==> config.mk <==
export PLATFORM = sky130hd
export DESIGN_NAME = yuv411_to_argb_converter
export DESIGN_NICKNAME = d
export VERILOG_FILES = /design/src/sv/y2a_pkg.sv /design/src/sv/y2a_fifo.sv /design/src/sv/y2a_front.sv /design/src/sv/y2a_back.sv /design/src/sv/yuv411_to_argb_converter.sv
export VERILOG_INCLUDE_DIRS = /design/src /design/src/sv
export SDC_FILE = /design/constraint.sdc
export NUM_CORES = 1
export LEC_CHECK = 0
export BUFFER_PORTS_ARGS = -buffer_cell sky130_fd_sc_hd__buf_2
export CORE_ASPECT_RATIO = 1.2
export CORE_MARGIN = 2
export CORE_UTILIZATION = 42
export CTS_CLUSTER_SIZE = 10
export DETAILED_ROUTE_END_ITERATION = 8
export GPL_ROUTABILITY_DRIVEN = 0
export GPL_TIMING_DRIVEN = 0
export REMOVE_ABC_BUFFERS = 1
export SETUP_SLACK_MARGIN = 0.5
export SLEW_MARGIN = 20
export SYNTH_ARGS = -nofsm -noshare
export SYNTH_HDL_FRONTEND = slang
export SYNTH_SLANG_ARGS = --single-unit
==> constraint.sdc <==
create_clock -name clk -period 8.37 [get_ports clk]
set_input_delay 1.674 -clock clk [delete_from_list [all_inputs] [get_ports clk]]
set_output_delay 1.674 -clock clk [all_outputs]
set_load 0.05 [all_outputs]
==> src/sv/yuv411_to_argb_converter_macros.svh <==
// Assertion macros shared by the converter RTL.
`ifndef YUV411_TO_ARGB_CONVERTER_MACROS_SVH
`define YUV411_TO_ARGB_CONVERTER_MACROS_SVH
`ifndef ASSERT_OFF
// Condition must never hold.
`define ASSERT_NEVER(lbl, expr, msg) \
	lbl: assert property (@(posedge clk) disable iff (!arst_n) !(expr)) else $error(msg);
// Consequent holds in the same cycle.
`define ASSERT_IMP(lbl, ante, cons, msg) \
	lbl: assert property (@(posedge clk) disable iff (!arst_n) (ante) |-> (cons)) else $error(msg);
// Consequent holds in the next cycle.
`define ASSERT_NEXT(lbl, ante, cons, msg) \
	lbl: assert property (@(posedge clk) disable iff (!arst_n) (ante) |=> (cons)) else $error(msg);
`else
`define ASSERT_NEVER(lbl, expr, msg)
`define ASSERT_IMP(lbl, ante, cons, msg)
`define ASSERT_NEXT(lbl, ante, cons, msg)
`endif
`endif

==> src/sv/y2a_pkg.sv <==
// Shared types, constants and helpers of the YUV 4:1:1 to ARGB converter.
`default_nettype none
package y2a_pkg;
	localparam int WORD_W    = 32;
	localparam int BYTE_W    = 8;
	localparam int CFG_W     = 13;
	localparam int CFG_IDX_W = 2;
	localparam int CNT_W     = 24;
	localparam int TOTAL_W   = 2 * CFG_W;
	localparam int PROD_W    = 21;
	localparam int FRAC_W    = 10;
	localparam int OFS_W     = PROD_W - FRAC_W;
	localparam int SUM_W     = 12;
	localparam int QUEUE_DEPTH = 4;
	localparam int QUEUE_AW    = 2;
	localparam int QUEUE_CW    = QUEUE_AW + 1;

	// Register indexes
	localparam logic [CFG_IDX_W-1:0] REG_FRAME_WIDTH  = 2'd0;
	localparam logic [CFG_IDX_W-1:0] REG_FRAME_HEIGHT = 2'd1;

	localparam logic [CFG_W-1:0] FRAME_WIDTH_RST  = 13'd640;
	localparam logic [CFG_W-1:0] FRAME_HEIGHT_RST = 13'd480;
	localparam logic [TOTAL_W-1:0] FRAME_LIMIT    = 26'h100_0000;

	// Conversion coefficients, scaled by 1024
	localparam logic signed [11:0] COEF_RV = 12'sd1436;
	localparam logic signed [11:0] COEF_GU = 12'sd352;
	localparam logic signed [11:0] COEF_GV = 12'sd731;
	localparam logic signed [11:0] COEF_BU = 12'sd1814;
	localparam logic signed [8:0]  CHROMA_BIAS = 9'sd128;
	localparam logic [BYTE_W-1:0]  CHAN_ALPHA  = 8'hFF;
	localparam logic signed [SUM_W-1:0] CHAN_MAX = 12'sd255;

	// Word position inside a three-word group
	typedef enum logic [2:0] {
		PH_FIRST  = 3'b001,
		PH_SECOND = 3'b010,
		PH_THIRD  = 3'b100
	} phase_t;

	// One pixel handed from the front to the back
	typedef struct packed {
		logic              last;
		logic [BYTE_W-1:0] v;
		logic [BYTE_W-1:0] u;
		logic [BYTE_W-1:0] y;
	} pix_t;

	// Saturate a signed channel sum to 0..255
	function automatic logic [BYTE_W-1:0] clamp8(input logic signed [SUM_W-1:0] x);
		logic [BYTE_W-1:0] r;
		if (x[SUM_W-1])
			r = '0;
		else if (x > CHAN_MAX)
			r = CHAN_ALPHA;
		else
			r = x[BYTE_W-1:0];
		return r;
	endfunction
endpackage
`default_nettype wire

==> src/sv/y2a_fifo.sv <==
// Short pixel queue between the word sequencer and the conversion pipeline.
`default_nettype none
`include "yuv411_to_argb_converter_macros.svh"
module y2a_fifo (
	input  wire                   clk,
	input  wire                   arst_n,
	input  wire                   push,
	input  wire y2a_pkg::pix_t    push_data,
	output logic                  full,
	input  wire                   pop,
	output y2a_pkg::pix_t         pop_data,
	output logic                  empty
);
	import y2a_pkg::*;

	pix_t                mem_q [QUEUE_DEPTH];
	logic [QUEUE_AW-1:0] wr_ptr_q;
	logic [QUEUE_AW-1:0] rd_ptr_q;
	logic [QUEUE_CW-1:0] count_q;
	logic                do_push;
	logic                do_pop;

	assign full     = (count_q == QUEUE_CW'(QUEUE_DEPTH));
	assign empty    = (count_q == '0);
	assign do_push  = push && !full;
	assign do_pop   = pop && !empty;
	assign pop_data = mem_q[rd_ptr_q];

	// Storage
	always_ff @(posedge clk) begin
		if (do_push)
			mem_q[wr_ptr_q] <= push_data;
	end

	// Pointers and fill level
	always_ff @(posedge clk or negedge arst_n) begin
		if (!arst_n) begin
			wr_ptr_q <= '0;
			rd_ptr_q <= '0;
			count_q  <= '0;
		end else begin
			if (do_push)
				wr_ptr_q <= wr_ptr_q + QUEUE_AW'(1);
			if (do_pop)
				rd_ptr_q <= rd_ptr_q + QUEUE_AW'(1);
			if (do_push && !do_pop)
				count_q <= count_q + QUEUE_CW'(1);
			else if (do_pop && !do_push)
				count_q <= count_q - QUEUE_CW'(1);
		end
	end

	`ASSERT_NEVER(a_fifo_level, count_q > QUEUE_CW'(QUEUE_DEPTH), "queue level beyond depth")
endmodule
`default_nettype wire

==> src/sv/y2a_front.sv <==
// Front end: takes stream words, tracks the group phase and chroma, issues pixels.
`default_nettype none
`include "yuv411_to_argb_converter_macros.svh"
module y2a_front (
	input  wire                        clk,
	input  wire                        arst_n,
	input  wire                        s_tvalid,
	output logic                       s_tready,
	input  wire  [y2a_pkg::WORD_W-1:0] s_tdata,
	output logic                       push,
	output y2a_pkg::pix_t              push_data,
	input  wire                        full
);
	import y2a_pkg::*;

	phase_t                 phase_q, phase_d;
	logic [BYTE_W-1:0]      held_u_q, held_u_d;
	logic [BYTE_W-1:0]      held_v_q, held_v_d;
	logic [BYTE_W-1:0]      held_luma_q, held_luma_d;
	logic                   busy_q;
	logic [1:0]             idx_q;
	logic [1:0]             last_idx_q, last_idx_d;
	logic [3:0][BYTE_W-1:0] luma_q, luma_d;
	logic [BYTE_W-1:0]      word_u_q, word_u_d;
	logic [BYTE_W-1:0]      word_v_q, word_v_d;
	logic [3:0][BYTE_W-1:0] b;
	logic                   accept;
	logic                   emit;
	logic                   done;

	assign b = s_tdata;

	// Pixel issue, one per cycle while the queue has room
	assign emit     = busy_q && !full;
	assign done     = emit && (idx_q == last_idx_q);
	assign s_tready = !busy_q || done;
	assign accept   = s_tvalid && s_tready;
	assign push     = emit;
	assign push_data = '{last: (idx_q == last_idx_q), v: word_v_q, u: word_u_q,
		y: luma_q[idx_q]};

	// Word unpacking by group phase
	always_comb begin
		phase_d     = phase_q;
		held_u_d    = held_u_q;
		held_v_d    = held_v_q;
		held_luma_d = held_luma_q;
		luma_d      = '0;
		word_u_d    = held_u_q;
		word_v_d    = held_v_q;
		last_idx_d  = 2'd1;
		case (phase_q)
			PH_SECOND: begin
				luma_d[0]   = b[0];
				luma_d[1]   = b[1];
				held_u_d    = b[2];
				held_luma_d = b[3];
				phase_d     = PH_THIRD;
			end
			PH_THIRD: begin
				held_v_d   = b[1];
				word_v_d   = b[1];
				luma_d[0]  = held_luma_q;
				luma_d[1]  = b[0];
				luma_d[2]  = b[2];
				luma_d[3]  = b[3];
				last_idx_d = 2'd3;
				phase_d    = PH_FIRST;
			end
			default: begin
				held_u_d  = b[0];
				held_v_d  = b[3];
				word_u_d  = b[0];
				word_v_d  = b[3];
				luma_d[0] = b[1];
				luma_d[1] = b[2];
				phase_d   = PH_SECOND;
			end
		endcase
	end

	// Per-word pixel set
	always_ff @(posedge clk) begin
		if (accept) begin
			luma_q     <= luma_d;
			word_u_q   <= word_u_d;
			word_v_q   <= word_v_d;
			last_idx_q <= last_idx_d;
		end
	end

	// Group state and sequencer
	always_ff @(posedge clk or negedge arst_n) begin
		if (!arst_n) begin
			phase_q     <= PH_FIRST;
			held_u_q    <= '0;
			held_v_q    <= '0;
			held_luma_q <= '0;
			busy_q      <= 1'b0;
			idx_q       <= '0;
		end else if (accept) begin
			phase_q     <= phase_d;
			held_u_q    <= held_u_d;
			held_v_q    <= held_v_d;
			held_luma_q <= held_luma_d;
			busy_q      <= 1'b1;
			idx_q       <= '0;
		end else if (done) begin
			busy_q <= 1'b0;
		end else if (emit) begin
			idx_q <= idx_q + 2'd1;
		end
	end

	`ASSERT_NEVER(a_idx_range, busy_q && (idx_q > last_idx_q), "pixel index past word end")
	`ASSERT_IMP(a_ready_idle, !busy_q, s_tready, "front idle but not ready")
endmodule
`default_nettype wire

==> src/sv/y2a_back.sv <==
// Back end: color conversion pipeline, frame counter and output register.
`default_nettype none
`include "yuv411_to_argb_converter_macros.svh"
module y2a_back (
	input  wire                        clk,
	input  wire                        arst_n,
	input  wire                        in_avail,
	input  wire y2a_pkg::pix_t         in_data,
	output logic                       pop,
	input  wire  [y2a_pkg::CFG_W-1:0]  frame_width,
	input  wire  [y2a_pkg::CFG_W-1:0]  frame_height,
	output logic                       m_tvalid,
	input  wire                        m_tready,
	output logic [31:0]                m_tdata,  // alpha, red, green, blue
	output logic                       m_tuser,  // word_last
	output logic                       m_tlast   // frame_end
);
	import y2a_pkg::*;

	logic                      adv;
	logic signed [8:0]         uc;
	logic signed [8:0]         vc;
	logic                      v_s1;
	logic [BYTE_W-1:0]         y_s1;
	logic                      last_s1;
	logic signed [PROD_W-1:0]  prod_r_s1;
	logic signed [PROD_W-1:0]  prod_g_s1;
	logic signed [PROD_W-1:0]  prod_b_s1;
	logic signed [OFS_W-1:0]   ofs_r;
	logic signed [OFS_W-1:0]   ofs_g;
	logic signed [OFS_W-1:0]   ofs_b;
	logic signed [SUM_W-1:0]   ysx;
	logic signed [SUM_W-1:0]   sum_r;
	logic signed [SUM_W-1:0]   sum_g;
	logic signed [SUM_W-1:0]   sum_b;
	logic [TOTAL_W-1:0]        total_q;
	logic                      frame_ok;
	logic [CNT_W:0]            next_cnt;
	logic                      fend_d;
	logic [CNT_W-1:0]          pixel_count_q;
	logic                      out_valid_q;
	logic [BYTE_W-1:0]         red_q, green_q, blue_q;
	logic                      word_last_q;
	logic                      frame_end_q;

	// Whole pipeline moves when the output register is free or drained
	assign adv = !out_valid_q || m_tready;
	assign pop = adv && in_avail;

	// Stage 1: centered chroma times coefficients
	assign uc = $signed({1'b0, in_data.u}) - CHROMA_BIAS;
	assign vc = $signed({1'b0, in_data.v}) - CHROMA_BIAS;

	always_ff @(posedge clk) begin
		if (adv) begin
			y_s1      <= in_data.y;
			last_s1   <= in_data.last;
			prod_r_s1 <= PROD_W'(vc) * PROD_W'(COEF_RV);
			prod_g_s1 <= PROD_W'(uc) * PROD_W'(COEF_GU) + PROD_W'(vc) * PROD_W'(COEF_GV);
			prod_b_s1 <= PROD_W'(uc) * PROD_W'(COEF_BU);
		end
	end

	// Stage 2: floor shift, add luma, clamp
	assign ofs_r = $signed(prod_r_s1[PROD_W-1:FRAC_W]);
	assign ofs_g = $signed(prod_g_s1[PROD_W-1:FRAC_W]);
	assign ofs_b = $signed(prod_b_s1[PROD_W-1:FRAC_W]);
	assign ysx   = $signed({{(SUM_W-BYTE_W){1'b0}}, y_s1});
	assign sum_r = ysx + SUM_W'(ofs_r);
	assign sum_g = ysx - SUM_W'(ofs_g);
	assign sum_b = ysx + SUM_W'(ofs_b);

	// Frame size, registered from the configuration
	always_ff @(posedge clk or negedge arst_n) begin
		if (!arst_n)
			total_q <= '0;
		else
			total_q <= TOTAL_W'(frame_width) * TOTAL_W'(frame_height);
	end

	// Frame end detect
	assign frame_ok = (total_q != '0) && (total_q <= FRAME_LIMIT);
	assign next_cnt = {1'b0, pixel_count_q} + (CNT_W+1)'(1);
	assign fend_d   = frame_ok && (next_cnt == total_q[CNT_W:0]);

	always_ff @(posedge clk) begin
		if (adv && v_s1) begin
			red_q       <= clamp8(sum_r);
			green_q     <= clamp8(sum_g);
			blue_q      <= clamp8(sum_b);
			word_last_q <= last_s1;
			frame_end_q <= fend_d;
		end
	end

	// Valid bits and pixel counter
	always_ff @(posedge clk or negedge arst_n) begin
		if (!arst_n) begin
			v_s1          <= 1'b0;
			out_valid_q   <= 1'b0;
			pixel_count_q <= '0;
		end else if (adv) begin
			v_s1        <= in_avail;
			out_valid_q <= v_s1;
			if (v_s1)
				pixel_count_q <= fend_d ? '0 : next_cnt[CNT_W-1:0];
		end
	end

	assign m_tvalid = out_valid_q;
	assign m_tdata  = {blue_q, green_q, red_q, CHAN_ALPHA};
	assign m_tuser  = word_last_q;
	assign m_tlast  = frame_end_q;

	`ASSERT_NEXT(a_count_restart, adv && v_s1 && fend_d, pixel_count_q == '0,
		"pixel count not restarted after frame end")
endmodule
`default_nettype wire

==> src/sv/yuv411_to_argb_converter.sv <==
// YUV 4:1:1 stream words in, one clamped ARGB pixel out per transaction.
// Each input word (bytes U Y Y V Y Y across a three-word group, low byte first)
// yields 2, 2 and 4 pixels; the output delivers one pixel per cycle while
// m_tready is high and pixels are queued. The front sequencer holds a word
// until it issues its last pixel, one pixel per cycle while the queue has
// room, into a four-entry queue feeding a two-stage conversion pipeline
// (multiply, then shift/add/clamp into the output register). A word's first
// pixel passes the word registers, the queue, the stage-1 and the output
// registers before it is offered. m_tuser marks the last pixel of each word,
// m_tlast the last pixel of the frame (frame_width * frame_height pixels; no
// end mark if that product is zero or above 2^24). Configuration writes are
// taken at any time, one per cycle, and should be made while the block is
// idle; they pass the configuration and frame-size registers to take effect.
`default_nettype none
module yuv411_to_argb_converter (
	input  wire                           clk,
	input  wire                           arst_n,
	// Input stream
	input  wire                           s_tvalid,
	output logic                          s_tready,
	input  wire  [y2a_pkg::WORD_W-1:0]    s_tdata,   // word_data
	// Output stream
	output logic                          m_tvalid,
	input  wire                           m_tready,
	output logic [31:0]                   m_tdata,   // alpha, red, green, blue
	output logic                          m_tuser,   // word_last
	output logic                          m_tlast,   // frame_end
	// Configuration writes
	input  wire                           cfg_valid,
	output logic                          cfg_ready,
	input  wire  [y2a_pkg::CFG_IDX_W-1:0] cfg_index,
	input  wire  [y2a_pkg::CFG_W-1:0]     cfg_data
);
	import y2a_pkg::*;

	logic [CFG_W-1:0] frame_width_q;
	logic [CFG_W-1:0] frame_height_q;
	logic             push;
	pix_t             push_data;
	logic             full;
	logic             pop;
	pix_t             pop_data;
	logic             empty;

	// Configuration registers
	assign cfg_ready = 1'b1;

	always_ff @(posedge clk or negedge arst_n) begin
		if (!arst_n) begin
			frame_width_q  <= FRAME_WIDTH_RST;
			frame_height_q <= FRAME_HEIGHT_RST;
		end else if (cfg_valid) begin
			case (cfg_index)
				REG_FRAME_WIDTH:  frame_width_q  <= cfg_data;
				REG_FRAME_HEIGHT: frame_height_q <= cfg_data;
				default: ;
			endcase
		end
	end

	y2a_front u_front (
		.clk       (clk),
		.arst_n    (arst_n),
		.s_tvalid  (s_tvalid),
		.s_tready  (s_tready),
		.s_tdata   (s_tdata),
		.push      (push),
		.push_data (push_data),
		.full      (full)
	);

	y2a_fifo u_fifo (
		.clk       (clk),
		.arst_n    (arst_n),
		.push      (push),
		.push_data (push_data),
		.full      (full),
		.pop       (pop),
		.pop_data  (pop_data),
		.empty     (empty)
	);

	y2a_back u_back (
		.clk          (clk),
		.arst_n       (arst_n),
		.in_avail     (!empty),
		.in_data      (pop_data),
		.pop          (pop),
		.frame_width  (frame_width_q),
		.frame_height (frame_height_q),
		.m_tvalid     (m_tvalid),
		.m_tready     (m_tready),
		.m_tdata      (m_tdata),
		.m_tuser      (m_tuser),
		.m_tlast      (m_tlast)
	);
endmodule
`default_nettype wire

Yosys cells after proc, flatten, opt, wreduce, memory -nomap -nowiden. Memory sizes are Yosys's and may differ from the RTL's. Index checks and enable logic that the tools add are counted.

Bits in registers: 260. Memory bits (writable): 100. Input bits: 52. Output and inout bits: 37. Memories: 1.

Memories: u_fifo.mem_q (words 4, width 25, read ports 1, clocked after Yosys merged registers in 0, write ports 1, line y2a_fifo.sv:16) `pix_t mem_q [QUEUE_DEPTH];`.

Add/subtract/negate cells: 12. $mul: 5. $lt $le $gt $ge: 5. Equality and inequality tests: 7. Mux-type cells: 21. Bitwise gates (word level): 1. Reduce and logical (&&, ||, !) cells: 32.

Operator list (number): multiplier 9 x 11 -> 20 bit, second input constant (2); 2-to-1 mux 8 bit (5); > comparator 12 x 9 -> 1 bit, second input constant (3); one-hot mux 16 bit (2 select lines) (1); one-hot mux 8 bit (2 select lines) (2); <= comparator 26 x 25 -> 1 bit, second input constant (1); multiplier 13 x 13 -> 26 bit (1); nonzero test 26 bit (1); adder 24 x 1 -> 25 bit, second input constant (1); == test 25 bit (1); adder 9 x 11 -> 12 bit (2); 2-to-1 mux 24 bit (1); adder 21 bit (1); multiplier 9 x 10 -> 19 bit, second input constant (1); subtractor 8 x 8 -> 9 bit, second input constant (2); binary-select mux 8 bit (select 2 bit) (1); multiplier 9 x 5 -> 14 bit, second input constant (1); AND reduction 2 bit (6); subtractor 9 x 11 -> 12 bit (1); logical AND 1 bit (11); 2-to-1 mux 2 bit (4); adder 2 x 1 -> 2 bit, second input constant (3); == test 3 bit, second input constant (2); logical NOT 1 bit (6); other kinds (16) (23).

Longest topological paths before layout. Gate-level depths: netlist of run 1.

Depth after elaboration: 8. Mapped depth: 29. Depth with buffers taken out: 27.

Hierarchy. From an unflattened synthesis of run 1, not the netlist that was laid out.

Cell total of the unflattened synthesis: 2387. Area total of the unflattened synthesis: 26394.1 um^2.

Modules (own cells, without submodules): y2a_back (times used 1, cells each 1870, area each 17605.6 um^2, seq. area each 3343.2 um^2); y2a_fifo (times used 1, cells each 167, area each 4083.9 um^2, seq. area each 3178.0 um^2); y2a_front (times used 1, cells each 291, area each 3677.3 um^2, seq. area each 2223.4 um^2); yuv411_to_argb_converter (times used 1, cells each 59, area each 1027.2 um^2, seq. area each 658.1 um^2).

Worst setup path after synthesis of run 1. No wires, ideal clock.

Kind: register to register. Start: register u_fifo.rd_ptr_q[0]. End: register u_back.prod_g_s1[20], data pin. Arrival: 7.278 ns. Data required time: 8.218 ns. Path slack: 0.940 ns. Stages on the path, launching flop included: 28. Path through: dfrtp_1 -> buf_2 -> buf_1 -> mux4_2 -> ha_1 -> inv_1 -> fa_1 -> inv_1 -> fa_1 -> inv_1 -> fa_1 -> inv_1 -> fa_1 -> inv_1 -> ha_1 -> inv_1 -> o21ai_0 -> a31oi_1 -> o21ai_0 -> o41ai_1 -> mux2i_1 -> a2111oi_0 -> ha_1 -> and3_1 -> a21oi_1 -> o21ai_0 -> or4b_1 -> o21ai_0.

Longest elaborated chain between the ends: 4.

RTL lines: start, declared (line y2a_fifo.sv:18) `logic [QUEUE_AW-1:0] rd_ptr_q;`; start signal, assigned (line y2a_fifo.sv:45) `rd_ptr_q <= rd_ptr_q + QUEUE_AW'(1);`; memory (4 x 25 bit) *; subtractor 8 x 8 -> 9 bit (on tied branches) (line y2a_back.sv:52, y2a_back.sv:51); multiplier 9 x 11 -> 20 bit or multiplier 9 x 5 -> 14 bit (tied branches) (line y2a_back.sv:59) `prod_g_s1 <= PROD_W'(uc) * PROD_W'(COEF_GU) + PROD_W'(vc) * PROD_W'(COEF_GV);`; adder 21 bit * (line y2a_back.sv:59); end signal, assigned (line y2a_back.sv:59); end, declared (line y2a_back.sv:27) `logic signed [PROD_W-1:0] prod_g_s1;`.

Mark *: on every way between the ends. The rest lies on a longest branch, timed or not. A chain may end at the register's enable or synchronous reset.

Final worst setup path of run 1. Same ends and word-level chain as after synthesis.

==> results of run 1 <==
[metal layers]
| metal | vias up | track usage (%) |
|---|---|---|
| met4 | 0 | 4.11 |
| met1 | 8177 | 22.2 |
| li1 | 8101 | - |
| met2 | 258 | 29.4 |
| met5 | - | 0 |
| met3 | 73 | 2.43 |
[metrics by stage]
stage / cell area [µm²] / worst slack (ns) / cells / hold slack, ns / utilization (%)
3_3_place_gp: 26900 / -0.619 / 3163 / 0.435 / 44.2
6_report: 28500 / 0.941 / 3268 / 0.443 / 46.9
2_1_floorplan: 25500 / 0.749 / 2276 / 0.400 / -
3_5_place_dp: 27100 / 0.175 / 3178 / 0.437 / 44.6
4_1_cts: 28400 / 0.640 / 3248 / 0.451 / 46.7
5_1_grt: 28500 / 0.494 / 3266 / 0.451 / 46.9
[kinds of logic (layout without fill, tap and decap cells)]
kind of cell	Yosys count	after routing	share of synthesized area, %
AND/OR/NAND/NOR	558	558	10.6
adder cells (fa/ha/maj)	474	474	28.4
buffers and inverters	445	547	6.66
flip-flops	332	332	36.5
AO/OA/AOI/OAI	317	317	8.07
XOR/XNOR	128	128	4.35
multiplexers	93	93	5.43
other	1	11	0.0145
[timing repair]
action                                  in CTS  in global routing
pin swaps                                    0                  1
endpoints found under the setup margin       2                  5
resized for setup                            3                  7
cloned                                       0                  0
setup buffers                                0                 18
hold buffers                                 0                  0
[critical path, cell delays in order (launching register included)]
cell	delay, ns
dfrtp_4	0.53
buf_12	0.19
mux4_2	0.60
ha_1	0.39
inv_1	0.10
fa_1	0.54
inv_1	0.06
fa_1	0.47
inv_1	0.05
fa_1	0.53
inv_1	0.06
fa_1	0.50
inv_1	0.04
ha_1	0.32
inv_1	0.06
o21ai_0	0.11
a31oi_1	0.26
o21ai_0	0.20
o41ai_2	0.31
buf_4	0.18
mux2i_1	0.08
a2111oi_2	0.34
ha_1	0.33
and3_1	0.16
a21oi_1	0.12
o21ai_0	0.15
or4b_1	0.49
o21ai_0	0.09
[cells in the final DEF, fill, tap and decap left out, drive strengths merged, types with 62 or more instances in the layout]
master / count
clkbuf: 62
xnor2: 93
and2: 93
edfxtp: 217
o21ai: 76
dfrtp: 108
nor2: 99
inv: 365
ha: 289
nand2: 218
fa: 185
buf: 112
[worst max-delay path by stage]
stage,slack (ns),depth (start not counted),startpoint,to
final,0.94,27,u_fifo.rd_ptr_q[0]$_DFFE_PN0P_,u_back.prod_g_s1[20]$_DFFE_PN_
after global routing,0.49,27,u_fifo.rd_ptr_q[0]$_DFFE_PN0P_,u_back.prod_g_s1[20]$_DFFE_PN_
after CTS,0.64,27,u_fifo.rd_ptr_q[0]$_DFFE_PN0P_,u_back.prod_g_s1[20]$_DFFE_PN_
after detailed placement,0.18,26,u_fifo.rd_ptr_q[1]$_DFFE_PN0P_,u_back.prod_g_s1[20]$_DFFE_PN_
after global placement,-0.62,26,u_fifo.rd_ptr_q[0]$_DFFE_PN0P_,u_back.prod_g_s1[20]$_DFFE_PN_
after floorplan,0.75,25,u_fifo.rd_ptr_q[0]$_DFFE_PN0P_,u_back.prod_g_s1[20]$_DFFE_PN_
[state kept, by name (all words and copies together), names as in the netlist, 11 cells and up]
register / flops
u_back.prod_g_s1: 11
u_front.luma_q: 32
frame_width_q: 13
u_fifo.mem_q: 100
u_back.total_q: 26
u_back.prod_r_s1: 11
u_back.pixel_count_q: 24
frame_height_q: 13
u_back.prod_b_s1: 11
[cell type report]
type	count	area, µm²	share of cell area, %
multi-input combinational	1579	14800	51.7
antenna	2	5.00	0.0175
sequential	332	9410	33.0
timing repair buffer	112	758	2.66
tap	808	1010	3.54
clock inverter	8	126	0.443
inverter	365	1370	4.81
clock buffer	62	1100	3.87
==> flow_metrics.tcl, run 1 <==
set metrics [dict create \
    synth_top_flop_cell "edfxtp_1" \
    max_slew_margin_pct 30.2 \
    hold_class "reg -> reg" \
    ys_seq_area_share_pct 36.5 \
    hold_viol 0 \
    ios 89 \
    synth_warnings 0 \
    track_usage_pct 16.9 \
    slew_violations 0 \
    port_buffers 79 \
    r2r_start "u_fifo.rd_ptr_q[0]$_DFFE_PN0P_" \
    fin_crit_sh_pct 88.8 \
    ant_nets 0 \
    clock_sinks 332 \
    synthCells 2348 \
    cts_root_buffer "clkbuf_16" \
    worstPathMaxFanout 14 \
    synth_cell_types 71 \
    drc 0 \
    area.growth.synth_to_final_pct 10.7 \
    worstSetupEndpointType "register" \
    critPathKind "reg -> reg" \
    hpwlAfterDp_um 39000 \
    setup_tns_ns 0 \
    worstHoldStart "u_back.last_s1$_DFFE_PN_" \
    synth_most_common_cell "inv_1" \
    cts_buffers 41 \
    drv_cap 0 \
    critPathLaunchType "register" \
    antenna_found_initial 3 \
    ys_top_cells_by_count "inv_1 (364), ha_1 (289), nand2_1 (218)" \
    min_path_cells 0 \
    cts_tree "yes" \
    first_global_vias 17500 \
    dieWidth_um 230 \
    start_util_pct 42.4 \
    clk_pin_slew_ns 0.06 \
    r2r-end "u_back.prod_g_s1[20]$_DFFE_PN_" \
    fin_nets 2957 \
    fin_crit_ns 7.43 \
    setup_viol 0 \
    fp.dieArea_um2 63400 \
    status "complete, no violations" \
    holdPathEnd "u_back.m_tuser$_DFFE_PP_" \
    insertion_delay_ns 0.58 \
    dr.first_iter.drc_count 772 \
    cp.required_ns 8.78 \
    num_rows 99 \
    overflow 0 \
    ys_ff_latch 332 \
    synth_area_leaders "edfxtp_1 (25%), fa_1 (14%), ha_1 (14%)" \
    tightest_slew_ns 1.03 \
    nFillCells 5527 \
    htreeDepth 2 \
    synthArstFlopShare_pct 34.6 \
    grt_pass1_wl_um 87400 \
    synth_area_leader_cell "edfxtp_1" \
    rr_worst_depth 27 \
    grt_max_degree 59 \
    clockBufferDepth 3 \
    rrSetupSlack_ns 0.94 \
    die_y_um 275 \
    syn_avg_cell_area_um2 11.0 \
    max_freq_ghz 0.135 \
    dr_wl_met2_um 25200 \
    drive_above_1_share_pct 11.4 \
    met3_length_um 1800 \
    vias_per_cell 5.08 \
    worstPathArrival_ns 7.84 \
    num_vias 16600 \
    core_um2 60800 \
    wire_per_inst_um 15.8 \
    drt-total-wl_um 51600 \
    clock_skew_ns 0.0250 \
    top_layer "met4" \
    synth_edf_count 217 \
    drt-met1-wl_um 23500 \
    rsz0062_at_grt "false" \
    dr.pass1.iters 5 \
    syn_area_um2 25800 \
    synth_top_area_share_pct 25.3 \
]
Power of run 1 is left out: the tool's default activity adds up to more than one toggle a clock period on the data nets, which glitch-free logic cannot reach.
==> run 2: changes to the inputs <==
--- a/config.mk
+++ b/config.mk
@@ -6,13 +6,12 @@
 export SDC_FILE = /design/constraint.sdc
 export NUM_CORES = 1
 export LEC_CHECK = 0
+export ABC_AREA = 1
 export BUFFER_PORTS_ARGS = -buffer_cell sky130_fd_sc_hd__buf_2
 export CORE_ASPECT_RATIO = 1.2
 export CORE_MARGIN = 2
 export CORE_UTILIZATION = 42
-export CTS_CLUSTER_SIZE = 10
 export DETAILED_ROUTE_END_ITERATION = 8
-export GPL_ROUTABILITY_DRIVEN = 0
 export GPL_TIMING_DRIVEN = 0
 export REMOVE_ABC_BUFFERS = 1
 export SETUP_SLACK_MARGIN = 0.5
==> run 2 against run 1 <==
Cell area increased by 4.8%. Setup slack improved by 0.026 ns. Area after synthesis increased by 4.8%. Clock skew increased by 0.028 ns. Critical path depth increased by 1. Synthesized cell count increased by 30%. Critical path type unchanged. First-iteration DRC count increased by 25%. Clock-buffer cell count decreased by 19.
==> flow_metrics.tcl, run 2 <==
set metrics [dict create \
    r2r_start "u_fifo.rd_ptr_q[0]$_DFFE_PN0P_" \
    grt_pass1_wl_um 100000 \
    hold_class "reg -> reg" \
    cts_tree "yes" \
    final_cell_count_no_fill 3980 \
    ys_seq_area_share_pct 34.8 \
    clock_skew_ns 0.0525 \
    synth_top_area_share_pct 24.1 \
    synth_top_flop_cell "edfxtp_1" \
    ys_ff_latch 332 \
    dieWidth_um 236 \
    grt_max_degree 76 \
    rrSetupSlack_ns 0.97 \
    synth_edf_count 217 \
    rr_worst_depth 28 \
    insertion_delay_ns 0.60 \
    worstPathArrival_ns 7.72 \
    gp_congestion 0.884 \
    synth_area_leader_cell "edfxtp_1" \
    start_util_pct 42.6 \
    synth_area_leaders "edfxtp_1 (24%), fa_1 (14%), ha_1 (13%)" \
    cts_root_buffer "clkbuf_16" \
    final_cell_mix "nand2_1 (672), inv_1 (579), ha_1 (289), edfxtp_1 (217), nor2_1 (203)" \
    synthCells 3060 \
    num_rows 101 \
    reg_top3 "u_fifo.mem_q (100), u_front.luma_q (32), u_back.total_q (26)" \
    cts_buffers 37 \
    fin_nets 3653 \
    cpMaxStageDelayCell "dfrtp_4" \
    synth_most_common_cell "nand2_1" \
    setup_viol 0 \
    whs_ns 0.451 \
    ios 89 \
    drive_above_1_share_pct 6.84 \
    clk_pin_slew_ns 0.06 \
    hold_viol 0 \
    synthArstFlopShare_pct 34.6 \
    cp.required_ns 8.69 \
    overflow 0 \
    slew_violations 0 \
    synth_warnings 0 \
    status "complete, no violations" \
    nFillCells 6159 \
    grtUsageMet1_pct 23.0 \
    place_inst 3904 \
    grt.met2_usage_pct 33.7 \
    fin_crit_ns 7.40 \
    wire_per_inst_um 15.0 \
    worstPathMaxFanout 35 \
    max_freq_ghz 0.135 \
    dr.pass1.iters 5 \
    htreeDepth 2 \
    critPathLaunchType "register" \
    min_path_cells 0 \
    ant_nets 0 \
    antenna_found_initial 1 \
    vias_per_cell 4.95 \
    synth_cell_types 53 \
    core_um2 63400 \
    final_common_cell "nand2_1" \
    top_register "u_fifo.mem_q" \
    syn_avg_cell_area_um2 8.83 \
    fin_crit_sh_pct 88.4 \
    area.growth.synth_to_final_pct 10.7 \
    syn_area_um2 27000 \
    drv_cap 0 \
    rsz0062_at_grt "false" \
    port_buffers 79 \
    grt.busiest_layer "met2" \
    critPathKind "reg -> reg" \
    largest_register_ffs 100 \
    clockBufferDepth 3 \
    first_global_vias 20000 \
    clock_sinks 332 \
    holdPathEnd "u_back.m_tuser$_DFFE_PP_" \
    die_y_um 282 \
    track_usage_pct 18.7 \
    max_slew_margin_pct 34.0 \
    slowest_delay_ns 0.58 \
    final_core_util_pct 47.1 \
    cts_hold_buf 0 \
    crit_top_cell "inv_1" \
    fp.dieArea_um2 66400 \
    hpwlAfterDp_um 45800 \
    diodes 0 \
    tightest_slew_ns 0.985 \
    worstHoldStart "u_back.last_s1$_DFFE_PN_" \
    dr.first_iter.drc_count 964 \
    grtUsageMet3_pct 2.42 \
    drc 0 \
    drt-total-wl_um 59900 \
    num_vias 19700 \
    worstSetupEndpointType "register" \
    r2r-end "u_back.prod_g_s1[18]$_DFFE_PN_" \
    ys_top_cells_by_count "nand2_1 (672), inv_1 (585), ha_1 (289)" \
]
## run 2: changes by cell type after synthesis, sizes merged, moves of 48 or more
cell   before  now
and2       93    3
xnor2      93   27
nor2       99  219
o21ai      76  156
nand2     218  676
inv       364  587
a21oi      61  136
nand3      17   86
xor2       35   83
## run 2: worst max-delay path by stage
stage	start	to	slack [ns]
final	u_fifo.rd_ptr_q[0]$_DFFE_PN0P_	u_back.prod_g_s1[18]$_DFFE_PN_	0.97
after global routing	u_fifo.rd_ptr_q[0]$_DFFE_PN0P_	u_back.prod_g_s1[18]$_DFFE_PN_	0.52
after CTS	u_fifo.rd_ptr_q[0]$_DFFE_PN0P_	u_back.prod_g_s1[18]$_DFFE_PN_	0.53
after detailed placement	u_fifo.rd_ptr_q[1]$_DFFE_PN0P_	u_back.prod_g_s1[18]$_DFFE_PN_	-0.21
after global placement	u_fifo.rd_ptr_q[0]$_DFFE_PN0P_	u_back.prod_g_s1[18]$_DFFE_PN_	-1.70
after floorplan	u_fifo.rd_ptr_q[0]$_DFFE_PN0P_	u_back.prod_g_s1[18]$_DFFE_PN_	0.62
## run 2: final cells by class
class / count / area [µm²] / share of cell area, %
flip-flops and latches: 332 / 9410 / 31.5
repair inverters: 1 / 5.00 / 0.0167
well taps: 824 / 1030 / 3.45
clock buffers: 43 / 968 / 3.24
inverters: 589 / 2220 / 7.42
clock inverters: 25 / 353 / 1.18
multi-input cells: 2067 / 15200 / 50.7
repair buffers: 99 / 746 / 2.49
## run 2: kinds of logic after synthesis
group	after synthesis	synth area share [%]
XOR/XNOR	111	3.65
flip-flops	332	34.8
multiplexers	1	0.0417
AO/OA/AOI/OAI	411	8.82
AND/OR/NAND/NOR	1061	16.1
buffers and inverters	669	9.51
adder cells (fa/ha/maj)	474	27.1
other	1	0.0139
## run 2: timing repair
action | CTS | global route
setup buffers | 0 | 7
pin swaps | 0 | 1
setup endpoints to repair | 9 | 6
gates resized for setup | 4 | 7
gates cloned | 1 | 0
## run 2: per-stage QoR
step                      area [µm²]  setup TNS [ns]  worst slack, ns
final                          29900               0            0.967
after detailed placement       28500          -0.453           -0.211
after global placement         28100          -16.66            -1.70
after CTS                      29800               0            0.533
after global routing           29900               0            0.518
after floorplan                26700               0            0.623
## run 2: worst max-delay path, delay by kind of cell, from the launching register on
kind,cells,cell delay [ns]
AOI/OAI and AO/OA,8,1.80
xor gates and xnor gates,2,0.28
adders and majority gates,7,3.13
buffers and inverters,9,1.10
DFF,1,0.58
and+or+nand+nor,2,0.19
## run 2: per-layer routing
metal	vias to the layer above	share of wire (%)
li1	9957	-
met1	9323	43
met5	-	0.012
met2	329	50
met3	100	3.8
met4	2	3.2
Power of run 2 is left out for the same reason.
==> run 3: changes to the inputs <==
--- a/config.mk
+++ b/config.mk
@@ -8,11 +8,14 @@
 export LEC_CHECK = 0
 export ABC_AREA = 1
 export BUFFER_PORTS_ARGS = -buffer_cell sky130_fd_sc_hd__buf_2
+export CELL_PAD_IN_SITES_DETAIL_PLACEMENT = 1
+export CELL_PAD_IN_SITES_GLOBAL_PLACEMENT = 1
 export CORE_ASPECT_RATIO = 1.2
 export CORE_MARGIN = 2
-export CORE_UTILIZATION = 42
+export CORE_UTILIZATION = 50
 export DETAILED_ROUTE_END_ITERATION = 8
 export GPL_TIMING_DRIVEN = 0
+export PLACE_DENSITY_LB_ADDON = 0.1
 export REMOVE_ABC_BUFFERS = 1
 export SETUP_SLACK_MARGIN = 0.5
 export SLEW_MARGIN = 20
==> run 3 against run 2 <==
Non-clock buffer count is 6 lower. Via count increased by 5.5%. Setup slack better by 0.019 ns. Critical path type unchanged. Critical endpoint is now u_back.prod_g_s1[20]$_DFFE_PN_.
==> flow_metrics.tcl, run 3 (same netlist as run 2, synthesis figures left out) <==
set metrics [dict create \
    dieWidth_um 216 \
    antenna_found_initial 1 \
    crit_family "adder cells" \
    track_usage_pct 25.8 \
    core_um2 53500 \
    r2r_start "u_fifo.rd_ptr_q[0]$_DFFE_PN0P_" \
    top_register "u_fifo.mem_q" \
    nFillCells 6202 \
    grt_pass1_wl_um 116000 \
    critPathKind "reg -> reg" \
    place_inst 3790 \
    final_common_cell "nand2_1" \
    status "complete, no violations" \
    clk_pin_slew_ns 0.06 \
    overflow 0 \
    worstHoldStart "u_back.last_s1$_DFFE_PN_" \
    drv_cap 0 \
    hpwlAfterDp_um 54600 \
    cpMaxStageDelayCell "fa_1" \
    setup_viol 0 \
    gp_congestion 0.880 \
    grt_max_degree 69 \
    first_global_vias 22800 \
    fin_nets 3647 \
    worstSetupEndpointType "register" \
    slew_violations 0 \
    fin_crit_sh_pct 88.2 \
    setup_ws_ns 0.986 \
    num_vias 20800 \
    final_cell_count_no_fill 3862 \
    start_util_pct 50.5 \
    regArea_um2 9410 \
    holdPathEnd "u_back.m_tuser$_DFFE_PP_" \
    reg_top3 "u_fifo.mem_q (100), u_front.luma_q (32), u_back.total_q (26)" \
    rr_worst_depth 30 \
    ios 89 \
    max_slew_margin_pct 25.9 \
    drt-total-wl_um 70700 \
    cts_tree "yes" \
    drive_above_1_share_pct 6.63 \
    worstPathMaxFanout 32 \
    dr.pass1.iters 5 \
    insertion_delay_ns 0.58 \
    cp_num_buf_inv 9 \
    cts_root_buffer "clkbuf_16" \
    clockBufferDepth 3 \
    fin_crit_ns 7.38 \
    die_y_um 259 \
    num_rows 93 \
    htreeDepth 2 \
    dp_slack_ns -0.267 \
    vias_per_cell 5.38 \
    wire_per_inst_um 18.3 \
    clock_sinks 332 \
    tightest_slew_ns 1.11 \
    dr.first_iter.drc_count 992 \
    cp.required_ns 8.69 \
    rsz0062_at_grt "false" \
    area.growth.synth_to_final_pct 10.1 \
    ant_nets 0 \
    largest_register_ffs 100 \
    cts_buffers 37 \
    final_cell_mix "nand2_1 (672), inv_1 (579), ha_1 (289), edfxtp_1 (217), nor2_1 (203)" \
    r2r-end "u_back.prod_g_s1[20]$_DFFE_PN_" \
    port_buffers 79 \
    slowest_delay_ns 0.54 \
    drc 0 \
    hold_class "reg -> reg" \
    max_freq_ghz 0.135 \
    rrSetupSlack_ns 0.99 \
    critPathLaunchType "register" \
    clock_skew_ns 0.0351 \
    crit_top_cell "inv_1" \
    hold_viol 0 \
    fp.dieArea_um2 55900 \
    final_core_util_pct 55.6 \
    min_path_cells 0 \
    diodes 0 \
    multi_input_comb_area_um2 15200 \
    worstPathArrival_ns 7.70 \
]
-- run 3: cell types whose count changed in the layout (fill, tap and decap cells not counted), moves of 2 or more --
cell and delta:
clkinvlp_4 +2, clkinv_4 -2, clkbuf_1 +3, clkinv_1 -3
buf_4 -5, clkinv_2 -2
-- run 3: how the worst max path moves through the flow --
stage	slack, ns	cells past startpoint	to	from
after global routing	0.51	32	u_back.prod_g_s1[20]$_DFFE_PN_	u_fifo.rd_ptr_q[0]$_DFFE_PN0P_
final	0.99	30	u_back.prod_g_s1[20]$_DFFE_PN_	u_fifo.rd_ptr_q[0]$_DFFE_PN0P_
after global placement	-1.57	29	u_back.prod_g_s1[18]$_DFFE_PN_	u_fifo.rd_ptr_q[0]$_DFFE_PN0P_
after floorplan	0.62	29	u_back.prod_g_s1[18]$_DFFE_PN_	u_fifo.rd_ptr_q[0]$_DFFE_PN0P_
after CTS	0.61	28	u_back.prod_g_s1[18]$_DFFE_PN_	u_fifo.rd_ptr_q[1]$_DFFE_PN0P_
after detailed placement	-0.27	28	u_back.prod_g_s1[18]$_DFFE_PN_	u_fifo.rd_ptr_q[1]$_DFFE_PN0P_
-- run 3: cell type report --
| class | instances | share of cell area [%] |
|---|---|---|
| Clock buffer | 47 | 3.34 |
| Clock inverter | 21 | 1.22 |
| Inverter | 589 | 7.47 |
| Multi-Input combinational cell | 2067 | 51.0 |
| Sequential cell | 332 | 31.6 |
| Tap cell | 712 | 3.00 |
| Timing Repair Buffer | 93 | 2.29 |
| Timing Repair inverter | 1 | 0.0168 |
-- run 3: routing by layer --
layer  GRT usage [%]  up-vias  wire, µm
li1                -     9921         -
met1            31.8    10400     30300
met2            47.8      329     36500
met3            2.86      105      2350
met4            6.62        0      1590
met5               0        -         0
-- run 3: through the flow --
stage	hold slack (ns)	area (µm²)	setup TNS, ns
finish	0.423	29700	0
global route	0.440	29700	0
CTS	0.426	29700	0
detailed placement	0.411	28300	-0.790
global placement	0.409	28000	-14.43
floorplan	0.400	26700	0
-- run 3: what timing repair did --
item | in CTS | in global routing
cloned | 1 | 0
setup buffers | 0 | 3
gates resized for setup | 5 | 5
endpoints found under the setup margin | 11 | 5
hold buffers | 0 | 0
Power of run 3 is left out for the same reason.
